**config.mk**
```make
export PLATFORM = sky130hd
export DESIGN_NAME = reservation_station_unit
export DESIGN_NICKNAME = d
export VERILOG_FILES = /design/src/rtl/rsu_pkg.sv /design/src/rtl/reservation_station_unit.sv /design/src/rtl/rsu_slot_pick.sv /design/src/rtl/rsu_entry_array.sv
export SDC_FILE = /design/constraint.sdc
export NUM_CORES = 1
export LEC_CHECK = 0
export ABC_AREA = 1
export BUFFER_PORTS_ARGS = -buffer_cell sky130_fd_sc_hd__buf_4
export CORE_MARGIN = 2
export CORE_UTILIZATION = 64
export CTS_BUF_LIST = sky130_fd_sc_hd__clkbuf_2 sky130_fd_sc_hd__clkbuf_4 sky130_fd_sc_hd__clkbuf_8
export CTS_CLUSTER_SIZE = 30
export DETAILED_ROUTE_END_ITERATION = 7
export GPL_ROUTABILITY_DRIVEN = 0
export PLACE_DENSITY = 0.88
export REMOVE_ABC_BUFFERS = 1
export SLEW_MARGIN = 20
export SYNTH_ARGS = -nofsm -noshare
export SYNTH_HDL_FRONTEND = slang
export SYNTH_HIERARCHICAL = 1
export SYNTH_SLANG_ARGS = --single-unit
```
**constraint.sdc**
```tcl
create_clock -name clk -period 7.5 [get_ports clk]
set_clock_uncertainty 0.05 [all_clocks]
set_input_delay 0.75 -clock clk [delete_from_list [all_inputs] [get_ports clk]]
set_output_delay 0.75 -clock clk [all_outputs]
set_load 0.05 [all_outputs]
```
**src/rtl/rsu_pkg.sv**
```systemverilog
// Shared types and constants for the reservation station unit.
// No dependencies; the top level and the entry array refer to this package by scoped names.

package rsu_pkg;

    localparam int OPC_W   = 4;
    localparam int ROB_W   = 5;
    localparam int TAG_W   = 5;
    localparam int VAL_W   = 32;
    localparam int REL_W   = 3;
    localparam int SLOT_W  = 3;
    localparam int CNT_W   = 5;
    localparam int MASK_W  = 8;
    localparam int LAT_W   = 8;

    localparam logic [LAT_W-1:0] LAT_RESET = 8'd1;

    typedef enum logic [1:0] {
        CMD_ISSUE   = 2'd0,
        CMD_BCAST   = 2'd1,
        CMD_RELEASE = 2'd2,
        CMD_FLUSH   = 2'd3
    } cmd_t;

    // One command word as held in the input register
    typedef struct packed {
        cmd_t               command;
        logic [OPC_W-1:0]   opcode;
        logic [ROB_W-1:0]   rob_id;
        logic               src1_waiting;
        logic [TAG_W-1:0]   src1_tag;
        logic [VAL_W-1:0]   src1_value;
        logic               src2_waiting;
        logic [TAG_W-1:0]   src2_tag;
        logic [VAL_W-1:0]   src2_value;
        logic [TAG_W-1:0]   bcast_tag;
        logic [VAL_W-1:0]   bcast_value;
        logic [REL_W-1:0]   release_slot;
    } op_t;

endpackage

```
**src/rtl/reservation_station_unit.sv**
```systemverilog
// Top level of the reservation station: input register, entry array, result register.
// Depends on rsu_pkg, rsu_slot_pick and rsu_entry_array.
//
//   channel   handshake                  payload
//   --------  -------------------------  --------------------------------------------
//   command   start & !busy              command, opcode, rob_id, src1_*, src2_*,
//                                        bcast_tag, bcast_value, release_slot
//   config    cfg_valid & cfg_ready      cfg_data (exec_latency)
//   result    done (one-cycle strobe)    accepted, slot, full_res, captured_count,
//                                        ready_mask
//
// A command word is registered at the accepting edge; the entry array and the result
// register load together at the next edge, and done rises at that edge too, so a new word
// can follow every cycle (busy stays low). The next word sees the state the previous one
// left, since the entry flags load at that same edge.
// Reset clears all entries and sets exec_latency to 1; payload stores stay unset.
// The result port cannot be stalled; cfg_ready drops while a word is in flight.

module reservation_station_unit #(
    parameter int RS_DEPTH = 8
) (
    input  logic                            clk,
    input  logic                            rst_n,
    input  logic                            start,
    output logic                            busy,
    input  logic [1:0]                      command,
    input  logic [rsu_pkg::OPC_W-1:0]       opcode,
    input  logic [rsu_pkg::ROB_W-1:0]       rob_id,
    input  logic                            src1_waiting,
    input  logic [rsu_pkg::TAG_W-1:0]       src1_tag,
    input  logic [rsu_pkg::VAL_W-1:0]       src1_value,
    input  logic                            src2_waiting,
    input  logic [rsu_pkg::TAG_W-1:0]       src2_tag,
    input  logic [rsu_pkg::VAL_W-1:0]       src2_value,
    input  logic [rsu_pkg::TAG_W-1:0]       bcast_tag,
    input  logic [rsu_pkg::VAL_W-1:0]       bcast_value,
    input  logic [rsu_pkg::REL_W-1:0]       release_slot,
    input  logic                            cfg_valid,
    output logic                            cfg_ready,
    input  logic [rsu_pkg::LAT_W-1:0]       cfg_data,
    output logic                            done,
    output logic                            accepted,
    output logic [rsu_pkg::SLOT_W-1:0]      slot,
    output logic                            full_res,
    output logic [rsu_pkg::CNT_W-1:0]       captured_count,
    output logic [rsu_pkg::MASK_W-1:0]      ready_mask
);

    localparam int IDX_W  = (RS_DEPTH > 1) ? $clog2(RS_DEPTH) : 1;
    localparam int CAP_W  = $clog2(2 * RS_DEPTH + 1);
    localparam int PAD_W  = (RS_DEPTH > rsu_pkg::MASK_W) ? RS_DEPTH : rsu_pkg::MASK_W;

    logic                        op_valid_reg;
    rsu_pkg::op_t                op_reg;
    logic [rsu_pkg::LAT_W-1:0]   latency_reg;

    logic [RS_DEPTH-1:0]         busy_vec;
    logic [RS_DEPTH-1:0]         ready_next;
    logic [CAP_W-1:0]            captured;
    logic                        pick_found;
    logic [IDX_W-1:0]            pick_idx;

    logic                        done_reg;
    logic                        accepted_reg, accepted_next;
    logic [rsu_pkg::SLOT_W-1:0]  slot_reg, slot_next;
    logic                        full_reg, full_next;
    logic [rsu_pkg::CNT_W-1:0]   count_reg, count_next;
    logic [rsu_pkg::MASK_W-1:0]  mask_reg;

    logic [31:0]                 idx_ext;
    logic [31:0]                 cap_ext;
    logic [PAD_W-1:0]            ready_pad;

    assign busy      = 1'b0;
    assign cfg_ready = !op_valid_reg;

    always_ff @(posedge clk or negedge rst_n)
    begin
        if (!rst_n)
            latency_reg <= rsu_pkg::LAT_RESET;
        else if (cfg_valid && cfg_ready)
            latency_reg <= cfg_data;
    end

    always_ff @(posedge clk or negedge rst_n)
    begin
        if (!rst_n)
            op_valid_reg <= 1'b0;
        else
            op_valid_reg <= start && !busy;
    end

    always_ff @(posedge clk)
    begin
        if (start && !busy)
        begin
            op_reg.command      <= rsu_pkg::cmd_t'(command);
            op_reg.opcode       <= opcode;
            op_reg.rob_id       <= rob_id;
            op_reg.src1_waiting <= src1_waiting;
            op_reg.src1_tag     <= src1_tag;
            op_reg.src1_value   <= src1_value;
            op_reg.src2_waiting <= src2_waiting;
            op_reg.src2_tag     <= src2_tag;
            op_reg.src2_value   <= src2_value;
            op_reg.bcast_tag    <= bcast_tag;
            op_reg.bcast_value  <= bcast_value;
            op_reg.release_slot <= release_slot;
        end
    end

    rsu_slot_pick #(
        .RS_DEPTH (RS_DEPTH),
        .IDX_W    (IDX_W)
    ) u_pick (
        .busy_vec (busy_vec),
        .found    (pick_found),
        .idx      (pick_idx)
    );

    rsu_entry_array #(
        .RS_DEPTH (RS_DEPTH),
        .IDX_W    (IDX_W),
        .CAP_W    (CAP_W)
    ) u_entries (
        .clk          (clk),
        .rst_n        (rst_n),
        .op_valid     (op_valid_reg),
        .op           (op_reg),
        .pick_found   (pick_found),
        .pick_idx     (pick_idx),
        .exec_latency (latency_reg),
        .busy_vec     (busy_vec),
        .ready_next   (ready_next),
        .captured     (captured)
    );

    assign idx_ext   = 32'(pick_idx);
    assign cap_ext   = 32'(captured);
    assign ready_pad = PAD_W'(ready_next);

    always_comb
    begin
        accepted_next = 1'b0;
        slot_next     = '0;
        full_next     = 1'b0;
        count_next    = '0;
        unique case (op_reg.command)
            rsu_pkg::CMD_ISSUE:
            begin
                accepted_next = pick_found;
                full_next     = !pick_found;
                if (pick_found)
                    slot_next = idx_ext[rsu_pkg::SLOT_W-1:0];
            end
            rsu_pkg::CMD_BCAST:
            begin
                accepted_next = 1'b1;
                count_next    = cap_ext[rsu_pkg::CNT_W-1:0];
            end
            rsu_pkg::CMD_RELEASE:
                accepted_next = int'(op_reg.release_slot) < RS_DEPTH;
            rsu_pkg::CMD_FLUSH:
                accepted_next = 1'b1;
            default:
                accepted_next = 1'b0;
        endcase
    end

    always_ff @(posedge clk or negedge rst_n)
    begin
        if (!rst_n)
            done_reg <= 1'b0;
        else
            done_reg <= op_valid_reg;
    end

    always_ff @(posedge clk)
    begin
        if (op_valid_reg)
        begin
            accepted_reg <= accepted_next;
            slot_reg     <= slot_next;
            full_reg     <= full_next;
            count_reg    <= count_next;
            mask_reg     <= ready_pad[rsu_pkg::MASK_W-1:0];
        end
    end

    assign done           = done_reg;
    assign accepted       = accepted_reg;
    assign slot           = slot_reg;
    assign full_res       = full_reg;
    assign captured_count = count_reg;
    assign ready_mask     = mask_reg;

endmodule

```
**src/rtl/rsu_slot_pick.sv**
```systemverilog
// Lowest-free-entry finder for the reservation station.
// Depends on nothing but its parameters.

module rsu_slot_pick #(
    parameter int RS_DEPTH = 8,
    parameter int IDX_W    = 3
) (
    input  logic [RS_DEPTH-1:0] busy_vec,
    output logic                found,
    output logic [IDX_W-1:0]    idx
);

    // Scan from the top so the lowest free entry wins
    always_comb
    begin
        found = 1'b0;
        idx   = '0;
        for (int i = RS_DEPTH - 1; i >= 0; i--)
        begin
            if (!busy_vec[i])
            begin
                found = 1'b1;
                idx   = IDX_W'(i);
            end
        end
    end

endmodule

```
**src/rtl/rsu_entry_array.sv**
```systemverilog
// Entry storage of the reservation station: flags, tags, operand values.
// Applies one command word per cycle; depends on rsu_pkg.

module rsu_entry_array #(
    parameter int RS_DEPTH = 8,
    parameter int IDX_W    = 3,
    parameter int CAP_W    = 5
) (
    input  logic                     clk,
    input  logic                     rst_n,
    input  logic                     op_valid,
    input  rsu_pkg::op_t             op,
    input  logic                     pick_found,
    input  logic [IDX_W-1:0]         pick_idx,
    input  logic [rsu_pkg::LAT_W-1:0] exec_latency,
    output logic [RS_DEPTH-1:0]      busy_vec,
    output logic [RS_DEPTH-1:0]      ready_next,
    output logic [CAP_W-1:0]         captured
);

    logic [RS_DEPTH-1:0] busy_reg, busy_next;
    logic [RS_DEPTH-1:0] a_wait_reg, a_wait_next;
    logic [RS_DEPTH-1:0] b_wait_reg, b_wait_next;

    logic [rsu_pkg::OPC_W-1:0] opcode_reg [RS_DEPTH];
    logic [rsu_pkg::ROB_W-1:0] rob_reg    [RS_DEPTH];
    logic [rsu_pkg::TAG_W-1:0] a_tag_reg  [RS_DEPTH];
    logic [rsu_pkg::VAL_W-1:0] a_val_reg  [RS_DEPTH];
    logic [rsu_pkg::TAG_W-1:0] b_tag_reg  [RS_DEPTH];
    logic [rsu_pkg::VAL_W-1:0] b_val_reg  [RS_DEPTH];
    logic [rsu_pkg::LAT_W-1:0] cycles_reg [RS_DEPTH];

    logic [RS_DEPTH-1:0] issue_hit;
    logic [RS_DEPTH-1:0] a_match;
    logic [RS_DEPTH-1:0] b_match;

    always_comb
    begin
        busy_next   = busy_reg;
        a_wait_next = a_wait_reg;
        b_wait_next = b_wait_reg;
        issue_hit   = '0;
        a_match     = '0;
        b_match     = '0;
        for (int i = 0; i < RS_DEPTH; i++)
        begin
            if (op_valid)
            begin
                unique case (op.command)
                    rsu_pkg::CMD_ISSUE:
                    begin
                        if (pick_found && (pick_idx == IDX_W'(i)))
                        begin
                            issue_hit[i]   = 1'b1;
                            busy_next[i]   = 1'b1;
                            a_wait_next[i] = op.src1_waiting;
                            b_wait_next[i] = op.src2_waiting;
                        end
                    end
                    rsu_pkg::CMD_BCAST:
                    begin
                        a_match[i] = busy_reg[i] && a_wait_reg[i]
                                     && (a_tag_reg[i] == op.bcast_tag);
                        b_match[i] = busy_reg[i] && b_wait_reg[i]
                                     && (b_tag_reg[i] == op.bcast_tag);
                        if (a_match[i])
                            a_wait_next[i] = 1'b0;
                        if (b_match[i])
                            b_wait_next[i] = 1'b0;
                    end
                    rsu_pkg::CMD_RELEASE:
                    begin
                        if (int'(op.release_slot) == i)
                        begin
                            busy_next[i]   = 1'b0;
                            a_wait_next[i] = 1'b0;
                            b_wait_next[i] = 1'b0;
                        end
                    end
                    rsu_pkg::CMD_FLUSH:
                    begin
                        busy_next[i]   = 1'b0;
                        a_wait_next[i] = 1'b0;
                        b_wait_next[i] = 1'b0;
                    end
                    default:
                    begin
                    end
                endcase
            end
        end
    end

    always_comb
    begin
        captured = '0;
        for (int i = 0; i < RS_DEPTH; i++)
            captured = captured + CAP_W'(a_match[i]) + CAP_W'(b_match[i]);
    end

    assign ready_next = busy_next & ~a_wait_next & ~b_wait_next;
    assign busy_vec   = busy_reg;

    always_ff @(posedge clk or negedge rst_n)
    begin
        if (!rst_n)
        begin
            busy_reg   <= '0;
            a_wait_reg <= '0;
            b_wait_reg <= '0;
        end
        else
        begin
            busy_reg   <= busy_next;
            a_wait_reg <= a_wait_next;
            b_wait_reg <= b_wait_next;
        end
    end

    // Payload stores: no reset, only read behind a valid wait flag
    always_ff @(posedge clk)
    begin
        for (int i = 0; i < RS_DEPTH; i++)
        begin
            if (issue_hit[i])
            begin
                opcode_reg[i] <= op.opcode;
                rob_reg[i]    <= op.rob_id;
                a_tag_reg[i]  <= op.src1_tag;
                a_val_reg[i]  <= op.src1_waiting ? '0 : op.src1_value;
                b_tag_reg[i]  <= op.src2_tag;
                b_val_reg[i]  <= op.src2_waiting ? '0 : op.src2_value;
                cycles_reg[i] <= exec_latency;
            end
            else
            begin
                if (a_match[i])
                    a_val_reg[i] <= op.bcast_value;
                if (b_match[i])
                    b_val_reg[i] <= op.bcast_value;
            end
        end
    end

endmodule
```
Yosys cells after proc, flatten, opt, wreduce, memory -nomap -nowiden
Memory sizes are Yosys's and may differ from the RTL's.
Index checks and enable logic that the tools add are counted.

cells by class
  reductions and logical operators = 61
  eq/ne operators = 33
  bitwise operators = 4
  divide/modulo/power cells = 0
  shift operators = 0
  multiply operators = 0
  mux-type cells = 243
  $add $sub $neg = 15
  magnitude comparators = 0

operators by type and width
  operator                                                         count
  1-bit two-way mux                                                182
  5-bit == test                                                    16
  5-bit by 1-bit adder with 5-bit output                           14
  5-bit two-way mux                                                14
  5-bit OR reduction                                               14
  3-bit two-way mux                                                22
  1-bit one-hot mux with 4 select lines                            16
  1-bit logical AND                                                40
  3-bit == test, second input constant                             8
  1-bit one-hot mux with 3 select lines                            8
  8-bit AND                                                        2
  8-bit NOT                                                        2
  3-bit by 2-bit == test with 1-bit output, second input constant  4
  3-bit by 1-bit == test with 1-bit output, second input constant  2
  3-bit logical NOT                                                2
  2-bit == test, second input constant                             2
  3-bit OR reduction                                               1
  1-bit by 1-bit adder with 2-bit output                           1
  2-bit by 1-bit == test with 1-bit output, second input constant  1
  1-bit logical NOT                                                2
  2-bit logical NOT                                                1
  1-bit one-hot mux with 2 select lines                            1
  2-bit AND reduction                                              1

word-level totals
  output and inout port bits = 21
  memory bits (writable) = 80
  memories = 2
  flip-flop bits (word level) = 66
  bits in latches = 0
  bits of input ports = 139
  memory bits (read-only) = 0
  logic and storage cells = 375

memory list
  memory               words  width  read ports  clocked after Yosys merged registers in  wr ports  RTL line               RTL
  u_entries.a_tag_reg  8      5      8           0                                        1         rsu_entry_array.sv:27  logic [rsu_pkg::TAG_W-1:0] a_tag_reg [RS_DEPTH];
  u_entries.b_tag_reg  8      5      8           0                                        1         rsu_entry_array.sv:29  logic [rsu_pkg::TAG_W-1:0] b_tag_reg [RS_DEPTH];

Depth between registers and ports, before layout
  depth after elaboration = 23
  depth in mapped cells = 20
  depth with buffers taken out = 18

Hierarchy
The synthesis kept the hierarchy.

modules (own cells, without submodules)
  module                    seq. area each (µm²)  cells an instance  times used  area an instance (µm²)
  rsu_entry_array           3002.9                695                1           5856.9
  reservation_station_unit  4605.7                207                1           4843.4
  rsu_slot_pick             0.0                   18                 1           78.8

Worst setup path after synthesis
No wires, ideal clock.

  path kind = flip-flop to flip-flop
  from = register op_valid_reg
  to = register count_reg, in the netlist captured_count[2] (data pin)
  setup time = 0.256 ns
  path buffers = 1
  data arrival time = 4.479 ns
  cell stages (with the launch flop) = 15
  clock period less this slack = 4.785 ns
  slack = 2.715 ns
  data required time = 7.194 ns
  cells stage by stage = dfrtp_1 buf_2 nand2_1 inv_1 nand4_1 fa_1 fa_1 fa_1 inv_1 fa_1 ha_1 fa_1 xor2_1 inv_1 nor2_1

between the ends
  word-level cells in the longest chain between the ends = 16
  elaborated cells on any way between the ends = 31
  classes of those cells = add/sub: 15; mux: 16

RTL lines
  what                                                   RTL line                         RTL
  start: declaration                                     reservation_station_unit.sv:53   logic op_valid_reg;
  start signal: assignment                               reservation_station_unit.sv:90   op_valid_reg <= start && !busy;
  1-bit two-way mux                                      rsu_entry_array.sv:47            if (op_valid)
  1-bit by 1-bit adder with 2-bit output                 rsu_entry_array.sv:98            captured = captured + CAP_W'(a_match[i]) + CAP_W'(b_match[i]);
  5-bit by 1-bit adder with 5-bit output (13 in series)  rsu_entry_array.sv:98
  5-bit by 1-bit adder with 5-bit output (*)             rsu_entry_array.sv:98
  named net captured[2]                                  reservation_station_unit.sv:59   logic [CAP_W-1:0] captured;
  end signal: assignment                                 reservation_station_unit.sv:185  count_reg <= count_next;
  end: declaration                                       reservation_station_unit.sv:67   logic [rsu_pkg::CNT_W-1:0] count_reg, count_next;

Mark *: on every way through the listed nets, which the timed path passes. The rest lies on a longest branch.
A chain may end at the register's enable or synchronous reset.

Final worst setup path
  from = register op_reg[126] (netlist name)
  to = register count_reg, in the netlist captured_count[4] (data pin)

between the ends
  word-level cells in the longest chain between the ends = 18
  elaborated cells on any way between the ends = 48
  classes of those cells = add/sub: 15; eq/ne: 1; mux: 32

RTL lines
  what                                                   RTL line                        RTL
  start: declaration                                     reservation_station_unit.sv:54  rsu_pkg::op_t op_reg;
  2-bit by 1-bit == test with 1-bit output (*)           rsu_entry_array.sv:49           unique case (op.command)
  1-bit two-way mux                                      rsu_entry_array.sv:49
  1-bit two-way mux                                      rsu_entry_array.sv:47
  1-bit by 1-bit adder with 2-bit output                 rsu_entry_array.sv:98
  5-bit by 1-bit adder with 5-bit output (13 in series)  rsu_entry_array.sv:98
  5-bit by 1-bit adder with 5-bit output (*)             rsu_entry_array.sv:98
  named net captured[4]                                  reservation_station_unit.sv:59

Marked as above.

==> results by group <==
Cells and area
  • Post-Route Utilization: 0.739
  • Fraction of layout cells with a size suffix above 1: 0.132
  • Antenna diode count: 0
  • # fillers: 698
  • Nets: around 980
  • Multi-input logic area: 0.00248 mm2
  • Area growth syn-to-layout: 11.3%
  • Finished Layout Cells: 983
  • Sequential cell area: 0.00425 mm2

Global route
  • Initial antenna violation count: 0
  • Vias in the first global route: ~5700
  • Gr ovfl total: 0
  • Total GRT Usage: 0.296
  • First-pass GRT wire length: 28.0 mm
  • Largest net degree at the start of global routing: 33

Pwr
  • Combinational power share: 0.096
  • Pwr dens: 217 mW/mm2
  • LEAKAGE: 3.67 nW
  • Register share of total power: 0.538
  • Peak VDD IR: 0.204 mV
  • Switching share of power: 0.280
  • Internal: 1.27 mW
  • Net switching power: 494 uW
  • Clock power share: 0.366

Setup path
  • Startpoint types: register
  • Req. time, crit path: between 7000 and 8000 ps
  • R2R Setup Slk: ~2300 ps
  • Arrival time worst endpoint: 5380 ps
  • Crit Path Max Fanout: 18
  • CP Class: register to register
  • Crit. End Element: register

Drt
  • Drt pass-1 iters: 6
  • Vias per Instance: 5.91
  • # DRC: 0
  • Detailed-route wire length per cell: 18.1 um
  • Vias: 5810
  • Post-route ant nets: 0
  • DRT iter0 DRCs: 840
  • Detailed Route WL: approximately 18 mm

STA
  • Max Clk Rate: 0.191 GHz
  • Tmin final: 5220 ps
  • Max Transition Viols Final: 0
  • RSZ-0062 raised after global routing: false
  • Final setup fails: 0
  • Setup TNS: 0 ps
  • Worst-Margin Slew: ~1100 ps
  • Hold Violations, Final: 0
  • Worst slew margin: 0.238
  • Fin crit share: 0.696

Clocking
  • Clock Latency Late Sink: 450 ps
  • # hold bufs at CTS: 0
  • CTS tree: built
  • Root Driver: clkbuf_8
  • CTS Buffer Depth: 2
  • CTS buffer count: 17
  • Clk sinks: 146
  • CTS clk-pin slew, worst paths: about 90 ps
  • Post-cts sizing count: 0
  • H-Tree Depth: 4
  • Post-CTS Setup Inserts: 0

Floorplan
  • Die Ht: ~110 um
  • Die Wd: 111 um
  • Core ar.: 0.0110 mm2
  • Row cnt: 38
  • Starting Density: 0.664
  • Die area: 0.0123 mm2
  • Top-level I/O count: 160

Placement
  • Placed cells: roughly 950
  • Post-DP HPWL: 12.5 mm
  • Port bufs: 44

Synth
  • Post-Synthesis Cells: 781
  • Ys Warns: 6
  • Mapped Area: 0.00729 mm2
  • Synth Area per Inst: 9.34 um2

Worst hold path
  • Worst min path class: input pin to asynchronous set/reset pin

Outcome
  • Status: complete, no violations

Job
  • Number of max-cap violations: 0
## critical path: stages (launching register included)
cell      delay (ps)
edfxtp_1         580
nor2_4           450
nand2_1          370
inv_1            350
nand4_1          190
fa_1             590
fa_1             450
fa_1             500
inv_1             50
fa_1             470
ha_1             240
fa_1             410
nand2_1          100
a21boi_0          80
inv_1             60
nor2_1            40
## path summary, 6_finish.rpt
path,startpoint,end,depth (start not counted)
max in group asynchronous,rst_n,op_valid_reg,1
worst max register to register,op_reg[126],captured_count[4],15
worst min register to register,u_entries/a_wait_reg[7],u_entries/a_wait_reg[7],2
worst max-delay path,op_reg[126],captured_count[4],15
worst min-delay path,rst_n,u_entries/b_wait_reg[7],1
min in group clk,src1_tag[0],op_reg[110],1
## through the flow
stage	total power, mW	hold slack (ps)	area [um2]	setup WS (ps)
detailed placement	1.13	476	7700	2360
CTS	1.76	142	8110	2340
finish	1.76	135	8110	2280
floorplan	1.06	404	7180	2660
global placement	1.12	458	7700	2490
global route	1.82	146	8110	2000
## cells in the final DEF (no fill, tap or decap), drive strengths merged, types with 2 or more instances in the layout
cell	count
edfxtp	120
a21o	2
o22ai	6
clkbuf	17
a31oi	2
nand2	231
inv	125
dfrtp	26
xor2	19
buf	45
clkinvlp	2
a21boi	3
a21oi	10
fa	10
clkinv	3
o21bai	7
bufinv	2
nor2	117
ha	5
nand3	41
o21ai	31
nand4	9
nor3	7
## final cells by class
class / instances / share of cell area
sequential: 146 / 0.524
multi-input combinational: 503 / 0.306
inverter: 117 / 0.0547
timing repair buffer: 45 / 0.0416
clock buffer: 17 / 0.0288
clock inverter: 15 / 0.0227
tap: 140 / 0.0216
## power groups by stage
| stage | sequential, mW | clock, mW | combinational [mW] |
|---|---|---|---|
| 6_report | 0.949 | 0.646 | 0.169 |
| 5_1_grt | 0.952 | 0.685 | 0.183 |
| 4_1_cts | 0.948 | 0.648 | 0.165 |
| 3_5_place_dp | 0.966 | 0 | 0.162 |
| 3_3_place_gp | 0.963 | 0 | 0.155 |
| 2_1_floorplan | 0.971 | 0 | 0.0887 |
## layer usage
metal	vias up	track usage	wire length [um]	part of all wire
met4	0	0.142	895	0.050
met2	418	0.504	8800	0.49
li1	2593	-	-	-
met3	84	0.0607	1680	0.094
met1	2715	0.363	6420	0.36
met5	-	0	0	0
No activity file was read; power rests on OpenSTA's default activity.
